`src/design/qwt_pkg.sv`:
```
package qwt_pkg;

   typedef enum logic [2:0] {
      MODE_GAP     = 3'd0,
      MODE_WORD    = 3'd1,
      MODE_QUOTED  = 3'd2,
      MODE_ESCAPE  = 3'd3,
      MODE_DISCARD = 3'd4
   } mode_type;

   localparam logic [1:0] KIND_BYTE     = 2'd0;
   localparam logic [1:0] KIND_WORD_END = 2'd1;
   localparam logic [1:0] KIND_LINE_END = 2'd2;

   localparam logic [1:0] ERR_NONE         = 2'd0;
   localparam logic [1:0] ERR_UNTERMINATED = 2'd1;
   localparam logic [1:0] ERR_ILLEGAL      = 2'd2;

   localparam logic CSR_COMMENTS_ENABLE = 1'b0;
   localparam logic CSR_QUOTES_ENABLE   = 1'b1;

   localparam logic [7:0] CHAR_NUL       = 8'h00;
   localparam logic [7:0] CHAR_HASH      = 8'h23;
   localparam logic [7:0] CHAR_DQUOTE    = 8'h22;
   localparam logic [7:0] CHAR_SQUOTE    = 8'h27;
   localparam logic [7:0] CHAR_BACKSLASH = 8'h5C;
   localparam logic [7:0] CHAR_LOWER_N   = 8'h6E;
   localparam logic [7:0] CHAR_TAB       = 8'h09;
   localparam logic [7:0] CHAR_CR        = 8'h0D;
   localparam logic [7:0] CHAR_LF        = 8'h0A;
   localparam logic [7:0] CHAR_SPACE     = 8'h20;

   // result queue holds two words of one item plus two in flight
   localparam int FIFO_DEPTH = 4;
   localparam int FIFO_PTR_W = $clog2(FIFO_DEPTH);
   localparam int FIFO_CNT_W = $clog2(FIFO_DEPTH + 1);

   typedef struct packed {
      logic [1:0] kind;
      logic [7:0] char_out;
      logic [1:0] status;
      logic [7:0] word_count;
      logic       last;
   } result_type;

   typedef struct packed {
      logic [1:0] num;
      result_type first;
      result_type second;
   } scan_out_type;

endpackage

```
`src/design/qwt_scan.sv`:
```
module qwt_scan import qwt_pkg::*; (
   input  logic         clock,
   input  logic         reset,
   input  logic         accept,
   input  logic [7:0]   char_in,
   input  logic         comments_enable,
   input  logic         quotes_enable,
   output scan_out_type scan_out
);

   mode_type   mode_ff, mode_in;
   logic       quote_ff, quote_in;
   logic [1:0] err_ff, err_in;
   logic [7:0] words_ff, words_in;

   logic [7:0] words_inc;
   logic       is_sep;
   logic       is_quote;
   logic [7:0] closer;
   logic [1:0] line_status;
   logic [7:0] line_words;
   result_type r_byte;
   result_type r_word_end;
   result_type r_line_end;
   logic       emit_byte;
   logic       emit_word_end;
   logic       emit_line_end;
   logic [7:0] byte_val;

   always_comb begin
      words_inc = (words_ff == 8'hFF) ? words_ff : words_ff + 8'd1;
      is_sep    = (char_in == CHAR_SPACE) || (char_in == CHAR_TAB) ||
                  (char_in == CHAR_LF) || (char_in == CHAR_CR);
      is_quote  = (char_in == CHAR_DQUOTE) || (char_in == CHAR_SQUOTE);
      closer    = quote_ff ? CHAR_SQUOTE : CHAR_DQUOTE;
   end

   always_comb begin
      mode_in       = mode_ff;
      quote_in      = quote_ff;
      err_in        = err_ff;
      words_in      = words_ff;
      emit_byte     = 1'b0;
      emit_word_end = 1'b0;
      emit_line_end = 1'b0;
      byte_val      = char_in;
      line_status   = err_ff;
      line_words    = words_ff;
      if (char_in == CHAR_NUL) begin
         emit_line_end = 1'b1;
         if (mode_ff == MODE_WORD) begin
            emit_word_end = 1'b1;
            line_words    = words_inc;
         end
         if (mode_ff == MODE_QUOTED || mode_ff == MODE_ESCAPE) begin
            line_status = ERR_UNTERMINATED;
         end
         if (line_status != ERR_NONE) begin
            line_words = 8'd0;
         end
         mode_in  = MODE_GAP;
         quote_in = 1'b0;
         err_in   = ERR_NONE;
         words_in = 8'd0;
      end else begin
         unique case (mode_ff)
            MODE_GAP: begin
               if (is_sep) begin
                  mode_in = MODE_GAP;
               end else if (comments_enable && char_in == CHAR_HASH) begin
                  mode_in = MODE_DISCARD;
               end else if (quotes_enable && is_quote) begin
                  mode_in  = MODE_QUOTED;
                  quote_in = (char_in == CHAR_SQUOTE);
               end else begin
                  mode_in   = MODE_WORD;
                  emit_byte = 1'b1;
               end
            end
            MODE_WORD: begin
               if (is_sep) begin
                  emit_word_end = 1'b1;
                  words_in      = words_inc;
                  mode_in       = MODE_GAP;
               end else begin
                  emit_byte = 1'b1;
               end
            end
            MODE_QUOTED: begin
               if (char_in == closer) begin
                  if (err_ff != ERR_NONE) begin
                     mode_in = MODE_DISCARD;
                  end else begin
                     emit_word_end = 1'b1;
                     words_in      = words_inc;
                     mode_in       = MODE_GAP;
                  end
               end else if (char_in == CHAR_BACKSLASH) begin
                  mode_in = MODE_ESCAPE;
               end else if (err_ff == ERR_NONE) begin
                  emit_byte = 1'b1;
               end
            end
            MODE_ESCAPE: begin
               mode_in = MODE_QUOTED;
               if (err_ff == ERR_NONE) begin
                  if (char_in == CHAR_BACKSLASH || is_quote) begin
                     emit_byte = 1'b1;
                  end else if (char_in == CHAR_LOWER_N) begin
                     emit_byte = 1'b1;
                     byte_val  = CHAR_LF;
                  end else begin
                     err_in = ERR_ILLEGAL;
                  end
               end
            end
            default: begin
               mode_in = mode_ff;
            end
         endcase
      end
   end

   always_comb begin
      r_byte            = '0;
      r_byte.kind       = KIND_BYTE;
      r_byte.char_out   = byte_val;
      r_byte.last       = 1'b1;
      r_word_end        = '0;
      r_word_end.kind   = KIND_WORD_END;
      r_word_end.last   = !emit_line_end;
      r_line_end        = '0;
      r_line_end.kind   = KIND_LINE_END;
      r_line_end.status = line_status;
      r_line_end.word_count = line_words;
      r_line_end.last   = 1'b1;

      scan_out        = '0;
      if (emit_line_end && emit_word_end) begin
         scan_out.num    = 2'd2;
         scan_out.first  = r_word_end;
         scan_out.second = r_line_end;
      end else if (emit_line_end) begin
         scan_out.num   = 2'd1;
         scan_out.first = r_line_end;
      end else if (emit_word_end) begin
         scan_out.num   = 2'd1;
         scan_out.first = r_word_end;
      end else if (emit_byte) begin
         scan_out.num   = 2'd1;
         scan_out.first = r_byte;
      end
      if (!accept) begin
         scan_out.num = 2'd0;
      end
   end

   always_ff @(posedge clock) begin
      if (reset) begin
         mode_ff  <= MODE_GAP;
         quote_ff <= 1'b0;
         err_ff   <= ERR_NONE;
         words_ff <= 8'd0;
      end else if (accept) begin
         mode_ff  <= mode_in;
         quote_ff <= quote_in;
         err_ff   <= err_in;
         words_ff <= words_in;
      end
   end

endmodule

```
`src/design/qwt_fifo.sv`:
```
module qwt_fifo import qwt_pkg::*; (
   input  logic         clock,
   input  logic         reset,
   input  scan_out_type push,
   output logic         room,
   output logic         out_valid,
   input  logic         out_ready,
   output result_type   out_word
);

   result_type            mem_ff [FIFO_DEPTH];
   logic [FIFO_PTR_W-1:0] wr_ptr_ff, wr_ptr_in;
   logic [FIFO_PTR_W-1:0] rd_ptr_ff, rd_ptr_in;
   logic [FIFO_CNT_W-1:0] count_ff, count_in;
   logic [FIFO_PTR_W-1:0] wr_ptr_next;
   logic                  pop;

   always_comb begin
      pop         = out_valid && out_ready;
      wr_ptr_next = wr_ptr_ff + FIFO_PTR_W'(1);
      wr_ptr_in   = wr_ptr_ff + FIFO_PTR_W'(push.num);
      rd_ptr_in   = rd_ptr_ff + FIFO_PTR_W'(pop);
      count_in    = count_ff + FIFO_CNT_W'(push.num) - FIFO_CNT_W'(pop);
   end

   assign room      = (count_ff <= FIFO_CNT_W'(FIFO_DEPTH - 2));
   assign out_valid = (count_ff != '0);
   assign out_word  = mem_ff[rd_ptr_ff];

   always_ff @(posedge clock) begin
      if (push.num != 2'd0) begin
         mem_ff[wr_ptr_ff] <= push.first;
      end
      if (push.num == 2'd2) begin
         mem_ff[wr_ptr_next] <= push.second;
      end
   end

   always_ff @(posedge clock) begin
      if (reset) begin
         wr_ptr_ff <= '0;
         rd_ptr_ff <= '0;
         count_ff  <= '0;
      end else begin
         wr_ptr_ff <= wr_ptr_in;
         rd_ptr_ff <= rd_ptr_in;
         count_ff  <= count_in;
      end
   end

endmodule

```
`src/design/quoted_word_tokenizer.sv`:
```
// Splits a line, one byte per word on the req channel, into shell style
// words; a zero byte ends the line. Each input byte is decoded in the cycle it
// is accepted and its zero, one or two results go into a four-deep result
// queue, so one byte is taken every cycle as long as the queue has room for
// two results; a line end that closes a plain word gives two results. rsp_kind
// marks word byte, end of word or end of line; at end of line rsp_status and
// rsp_word_count report the line, and the consumer drops the words of a line
// whose status is not ok.
module quoted_word_tokenizer import qwt_pkg::*; (
   input  logic       clock,
   input  logic       reset,
   input  logic       req_valid,
   output logic       req_ready,
   input  logic [7:0] req_char_in,
   output logic       rsp_valid,
   input  logic       rsp_ready,
   output logic [1:0] rsp_kind,
   output logic [7:0] rsp_char_out,
   output logic [1:0] rsp_status,
   output logic [7:0] rsp_word_count,
   output logic       rsp_last,
   input  logic       csr_write_enable,
   input  logic       csr_index,
   input  logic       csr_data
);

   logic         comments_enable_ff;
   logic         quotes_enable_ff;
   logic         accept;
   scan_out_type scan_out;
   result_type   out_word;

   assign accept = req_valid && req_ready;

   always_ff @(posedge clock) begin
      if (reset) begin
         comments_enable_ff <= 1'b0;
         quotes_enable_ff   <= 1'b0;
      end else if (csr_write_enable) begin
         unique case (csr_index)
            CSR_COMMENTS_ENABLE: comments_enable_ff <= csr_data;
            CSR_QUOTES_ENABLE:   quotes_enable_ff   <= csr_data;
            default: ;
         endcase
      end
   end

   qwt_scan u_scan (
      .clock           (clock),
      .reset           (reset),
      .accept          (accept),
      .char_in         (req_char_in),
      .comments_enable (comments_enable_ff),
      .quotes_enable   (quotes_enable_ff),
      .scan_out        (scan_out)
   );

   qwt_fifo u_fifo (
      .clock     (clock),
      .reset     (reset),
      .push      (scan_out),
      .room      (req_ready),
      .out_valid (rsp_valid),
      .out_ready (rsp_ready),
      .out_word  (out_word)
   );

   assign rsp_kind       = out_word.kind;
   assign rsp_char_out   = out_word.char_out;
   assign rsp_status     = out_word.status;
   assign rsp_word_count = out_word.word_count;
   assign rsp_last       = out_word.last;

endmodule

```
`config.mk`:
```
export PLATFORM = sky130hd
export DESIGN_NAME = quoted_word_tokenizer
export DESIGN_NICKNAME = d
export VERILOG_FILES = /design/src/design/qwt_pkg.sv /design/src/design/qwt_scan.sv /design/src/design/qwt_fifo.sv /design/src/design/quoted_word_tokenizer.sv
export SDC_FILE = /design/constraint.sdc
export NUM_CORES = 1
export LEC_CHECK = 0
export BUFFER_PORTS_ARGS = -buffer_cell sky130_fd_sc_hd__buf_2
export CORE_ASPECT_RATIO = 0.6
export CORE_MARGIN = 2
export CORE_UTILIZATION = 47
export DETAILED_ROUTE_END_ITERATION = 8
export PLACE_DENSITY = 0.69
export SLEW_MARGIN = 20
export SYNTH_ARGS = -nofsm -noshare
export SYNTH_HDL_FRONTEND = slang
export SYNTH_SLANG_ARGS = --single-unit
```
`constraint.sdc`:
```
create_clock -name clock -period 4.2 [get_ports clock]
set_clock_uncertainty 0.05 [all_clocks]
set_input_delay 0.21 -clock clock [delete_from_list [all_inputs] [get_ports clock]]
set_output_delay 0.21 -clock clock [all_outputs]
set_load 0.1 [all_outputs]
```
==> results of run 1 <==
[layout by cell type (no fill, tap or decap), types with 3 or more instances in the layout]
master,netlist,layout
nand4_1,10,10
or3_1,6,6
a211oi_1,6,6
nand3_1,22,22
dfxtp_1,58,57
buf_4,2,26
nand3b_1,4,4
nor2_1,32,32
o21ai_1,2,3
or2_2,5,5
mux4_2,21,21
nor3_1,8,8
nand2b_1,5,5
o22ai_1,8,8
o21ai_0,13,12
a211o_1,4,4
o211ai_1,16,16
a31oi_1,5,5
mux2i_1,28,28
clkbuf_16,0,10
a21oi_1,30,30
xnor2_1,7,7
nor2b_1,9,9
and3_1,13,13
nor3b_1,4,4
nand2_1,53,53
ha_1,6,6
and2_1,3,3
inv_1,8,8
o2111ai_1,12,12
a21boi_0,10,10
nor4b_2,3,3
nor4_1,4,4
edfxtp_1,48,48
buf_2,17,37
o2bb2ai_1,9,9
[cell type report]
type / count / share of cell area [%]
multi-input combinational: 392 / 44.9
sequential: 106 / 40.5
timing repair buffer: 63 / 5.91
clock buffer: 10 / 3.89
tap: 165 / 3.21
clock inverter: 6 / 1.05
inverter: 9 / 0.525
[cells by family after synthesis]
group	after synthesis	share of synthesized area (%)
simple gates	191	17.7
mux	49	13.1
compound gates	136	16.5
fa+ha+maj	7	1.66
buf+inv	58	4.29
xor+xnor	9	1.37
flops	106	45.3
[routing by layer]
| layer | global-route usage [%] | up-vias |
|---|---|---|
| met5 | 0 | - |
| met2 | 38.6 | 236 |
| li1 | - | 2160 |
| met3 | 6.67 | 18 |
| met4 | 6.44 | 0 |
| met1 | 34.2 | 2307 |
[worst max-delay path, delay by kind of cell (launching register included)]
family / cells / cell delay [ps]
simple gates: 4 / 1150
fa+ha+maj: 3 / 770
compound gates: 3 / 610
xor+xnor: 2 / 330
flops: 1 / 320
buf+inv: 2 / 110
[metrics by stage]
stage	util, %	power [mW]	cell area (µm²)	std cells
after floorplan	-	3.02	5740	556
after CTS	53.7	4.24	6430	751
final	53.7	4.23	6430	751
after detailed placement	51.0	3.38	6110	735
after global placement	51.0	3.33	6110	735
after global routing	53.7	4.42	6430	751
[state kept, by name, summed over array words and instances, names as in the netlist]
signal              cells
u_fifo.wr_ptr_ff        2
u_scan.words_ff         8
u_scan.err_ff           1
u_fifo.mem_ff          84
u_scan.mode_ff          3
quotes_enable_ff        1
u_fifo.rd_ptr_ff        2
comments_enable_ff      1
u_scan.quote_ff         1
u_fifo.count_ff         3
[power groups by stage]
| stage | Sequential [mW] | Combinational [mW] | Clock [mW] |
|---|---|---|---|
| floorplan | 1.38 | 1.64 | 0 |
| global placement | 1.46 | 1.87 | 0 |
| detailed placement | 1.47 | 1.91 | 0 |
| global route | 1.48 | 2.01 | 0.926 |
| CTS | 1.45 | 1.91 | 0.880 |
| finish | 1.45 | 1.91 | 0.866 |
[path summary, 6_finish.rpt]
kind / to / start / cells past startpoint / slack, ps
max: u_fifo.count_ff[2] / u_scan.quote_ff / 14 / 730
min: comments_enable_ff / csr_data / 3 / 60
max reg2reg: u_fifo.count_ff[2] / u_scan.quote_ff / 14 / 730
min reg2reg: u_fifo.mem_ff[3][18] / u_fifo.mem_ff[3][18] / 2 / 410
==> impl_results.md, run 1 <==
* Final hold vios at 0
* Crit path DAT at 3640 ps
* Area growth from synthesis to layout at 12.1%
* Syn. warnings at 0
* Commonest cells post-synth: dfxtp_1 (58), nand2_1 (53), edfxtp_1 (48)
* Max-slew violation count at 0
* DRT iter0 DRCs at 426
* Register Area at 2600 µm²
* Main area contributors after synthesis: edfxtp_1 (25%), dfxtp_1 (20%), mux4_2 (8.2%)
* Initial antenna violation count at 0
* Min Tclk post-route at 3470 ps
* H-tree depth at 3
* Initial core utilization at 47.9%
* First-pass GRT wire length at 24700 µm
* Nets@finish at 603
* Clk pwr share at 20.5%
* Pint at 2.24 mW
* Status: finished, final reports clean
* Period utilisation layout at 82.6%
* Fill count at 1037
* Setup bufs post-CTS at 0
* Hold Slack at 64.7 ps
* Max Clk Rate at 288 MHz
* VDD IR max at 0.683 mV
* IO Pins at 38
* Largest net degree at the start of global routing at 39
* Gr ovfl total at 0
* Critical path peak fanout at 4
* Pleak at 2.51 nW
* Switching share of power at 47.0%
* Crit path largest cell delay at 400 ps
* Post-synth top area cell: edfxtp_1
* Pwr/cell area at 657 nW/µm²
* DR top layer: met4
* Setup TNS at 0 ps
* Cell with the most instances after synthesis: dfxtp_1
* Ys flop type: dfxtp_1
* Mapped Area at 5740 µm²
* Clock tree buffer depth at 2
* Critical path class: reg2reg
* CP Capture Type: register
* Chip width at 147 µm
* Met3 routed WL at 1370 µm
* M1 WL at 7080 µm
* Post-CTS Resized at 0
* Gr usage total at 24.6%
* Yosys top cell area share at 25.1%
* Die area at 13100 µm²
* Count of input and output buffers at 37
* Logic pwr share at 45.1%
* Worst Path Required at 4370 ps
* Pre-CTS setup slack at 602 ps
* Number of global-route vias before repair at 4560
* Share of cells above drive strength 1 at 19.6%
* Crit path launch type: register
* CTS root buf: clkbuf_16
* Final WS setup at 732 ps
* Die height at 89.6 µm
* Seq pwr share at 34.4%
* Site row count at 31
* CTS tree: built
* Sw power at 1.99 mW
* RSZ-0062 raised after global routing: false
* Max cap viols at 0
* Post-synth EDFFs at 48
* Worst-Margin Slew at 839 ps
* Inserted Clock Buffers at 9
* Post-Syn Area per Cell at 10.3 µm²
* Routed Antenna Nets at 0
* Syn Inst Count at 556
* CTS clock-pin slew for the worst setup and hold paths at 80 ps
* Routed wire length at 15400 µm
* Crit-path slowest cell: or3_1
* Sequential element share of the synthesized area at 45.3%
* Placer Congestion at 0.919
* DR WL/cell at 20.6 µm
* Core area at 12000 µm²
* First-pass DRT Iterations at 5
* Slew headroom at 43.7%
* DRC viols at 0
* Met2 Routed Length at 6810 µm
* Final setup fails at 0
* Syn_nets at 578
* Post-synth cell types at 63
* Total number of vias at 4721
* # hold bufs at CTS at 0
* CTS Sinks at 106
* Critical Path, Cell by Cell: or3_1, a211o_1, nor4b_2, a211o_1, o21ai_1, or2_2, ha_1, inv_1, ha_1, inv_1, fa_1, xnor2_1, xnor2_1, nor2_1
* Vias per cell at 6.29
* Post-synthesis async set-or-reset flop share at 0%
* Worst skew pair latency at 350 ps
* Diodes inserted at 0
* Final HPWL DP at 10700 µm
* Hold Path Class: in2reg
* Multi-input gate area at 2890 µm²
* Number of synthesized register bits at 106
Note: power is estimated with default switching activity, not from simulation.
==> run 2, diff against run 1 <==
- PLACE_DENSITY: 0.69 -> 0.72
- clock period: 4.2 -> 2.8 ns (I/O delays scaled with it)
==> run 2 against run 1 <==
The run now ends with setup timing left. Non-clock buffer count up 60. Sequential power increased by 45%. Utilization increased by 4.7 points. First-iteration DRC count increased by 30%. Flip-flop and latch count is the same. Clock power rose by 41%. Cell count rose by 8.0%. Via count up 5.3%. Critical path type unchanged. Largest cell class unchanged. Highest routed layer unchanged.
==> impl_results.md, run 2 (synthesis results as in run 1) <==
* R2R setup slack at -250 ps (-990 ps)
* Critical path peak fanout at 2 (-2)
* Fill count at 1006 (-3.0%)
* DRC viols at 0 (unchanged)
* Placed cell count at 793 (+7.9%)
* Most frequent cells in the layout: buf_4 (82), dfxtp_1 (57), nand2_1 (53)
* Endpoint, Worst Hold: quotes_enable_ff
* Number of global-route vias before repair at 4777 (+4.8%)
* DR WL/cell at 19.4 µm (-5.6%)
* Share of cells above drive strength 1 at 29.3% (+9.6 points)
* Initial antenna violation count at 0 (unchanged)
* DRT iter0 DRCs at 553 (+30%)
* Reg-to-Reg Start: u_scan.quote_ff
* Most common cell after layout, fill and taps aside: buf_4
* Worst Setup SP: u_scan.quote_ff
* Slew headroom at 46.1% (+2.4 points)
* CP Capture Type: register
* Period utilisation layout at 109% (+27 points)
* First-pass DRT Iterations at 5 (unchanged)
* Largest net degree at the start of global routing at 39 (unchanged)
* CTS clock-pin slew for the worst setup and hold paths at 70 ps (about the same)
* Crit path DAT at 3230 ps (-410 ps)
* Vias per cell at 6.13 (-2.5%)
* Min Tclk post-route at 3050 ps (-413 ps)
* Max cap viols at 0 (unchanged)
* FF-to-FF path depth at 14 (unchanged)
* IO Pins at 38 (unchanged)
* CTS root buf: clkbuf_16
* Final hold vios at 0 (unchanged)
* CTS tree: built
* Setup TNS at -675 ps (-675 ps)
* Hold Crit Start: csr_write_enable
* Final Core Density at 58.4% (+4.7 points)
* Site row count at 31 (unchanged)
* Core area at 12000 µm² (unchanged)
* Max Clk Rate at 327 MHz (+14%)
* Biggest regs: u_fifo.mem_ff x84, u_scan.words_ff x8
* Count of input and output buffers at 37 (unchanged)
* Placed inst area at 6680 µm² (+9.3%)
* Die height at 89.6 µm (unchanged)
* Most flops, register: u_fifo.mem_ff
* VDD IR max at 1.12 mV (+65%)
* Worst-Margin Slew at 803 ps (-35.9 ps)
* H-tree depth at 3 (unchanged)
* Gr usage total at 24.5% (-0.037 points)
* Worst R2R End: u_fifo.count_ff[2]
* Failing checks: setup timing
* Total number of vias at 4972 (+5.3%)
* Pre-CTS setup slack at -394 ps (-995 ps)
* Finished Layout Cells at 811 (+8.0%)
* Worst skew pair latency at 350 ps (about the same)
* Area growth from synthesis to layout at 22.0%
* Routed Antenna Nets at 0 (unchanged)
* Nets@finish at 663 (+10%)
* Pwr/cell area at 916 nW/µm² (+39%)
* Worst Path Required at 2970 ps (-1400 ps)
* Max-slew violation count at 0 (unchanged)
* Chip width at 147 µm (unchanged)
* Placer Congestion at 0.930 (+1.2%)
* Final setup fails at 14 (+14)
* Die area at 13100 µm² (unchanged)
* Total power at 6.41 mW (+52%)
* Finished Cell Area at 7000 µm² (+8.8%)
* Routed wire length at 15700 µm (+2.0%)
* CTS Sinks at 106 (unchanged)
* Final HPWL DP at 11100 µm (+3.7%)
* Final WS setup at -255 ps (-987 ps)
* Max reg flops at 84 (unchanged)
* Hold Path Depth at 3 (unchanged)
* Clock tree buffer depth at 2 (unchanged)
* Critical path class: reg2reg
* Diodes inserted at 0 (unchanged)
* Status: finished, violations left
* Inserted Clock Buffers at 9 (unchanged)
* Crit path launch type: register
* Gr ovfl total at 0 (unchanged)
* Initial core utilization at 47.9% (unchanged)
* Pleak at 2.82 nW (+12%)
* Hold Path Class: in2reg
* First-pass GRT wire length at 25000 µm (+1.2%)
* Hold Slack at 30.2 ps (-34.5 ps)
* RSZ-0062 raised after global routing: true
[run 2: what timing repair did]
item | CTS | global route
hold endpoints to repair | 2 | 0
buffers inserted | 1 | 0
pin swaps | 1 | 0
hold buffers | 1 | 0
endpoints found under the setup margin | 2 | 29
gates resized for setup | 4 | 1
[run 2: area by class of cell]
cell class                 instances  area (µm²)  share of cell area [%]
clock buffer                       9         225                    3.22
clock inverter                     7        60.1                   0.858
inverter                           9        36.3                   0.518
multi-input combinational        392        3000                    42.8
sequential                       106        2600                    37.2
tap                              165         206                    2.95
timing repair buffer             123         871                    12.4
[run 2: worst max-delay path by stage]
stage,endpoint
2_1_floorplan,u_fifo.count_ff[2]
3_3_place_gp,u_fifo.count_ff[2]
3_5_place_dp,u_fifo.count_ff[2]
4_1_cts,u_fifo.count_ff[2]
5_1_grt,u_fifo.count_ff[2]
6_report,u_fifo.count_ff[2]
[run 2: worst max-delay path, cell delays in order (launching register included)]
cell	delay [ps]
dfxtp_2	320
or3_4	360
a211o_1	320
nor4b_4	250
a211o_1	190
o21ai_4	60
or2_4	240
ha_4	220
inv_4	50
ha_4	120
inv_2	30
fa_2	370
xnor2_2	170
xnor2_1	130
nor2_1	50
[run 2: report_power, final]
group / total, mW / switching, mW / internal (mW)
clock network: 1.22 / 0.601 / 0.622
logic: 3.09 / 2.23 / 0.856
registers: 2.10 / 0.169 / 1.93
[run 2: routing by layer]
metal  wire [µm]  track usage (%)
met5           0                0
met4         136             6.09
met3        1370             5.05
met2        7060             39.2
met1        7180             34.8
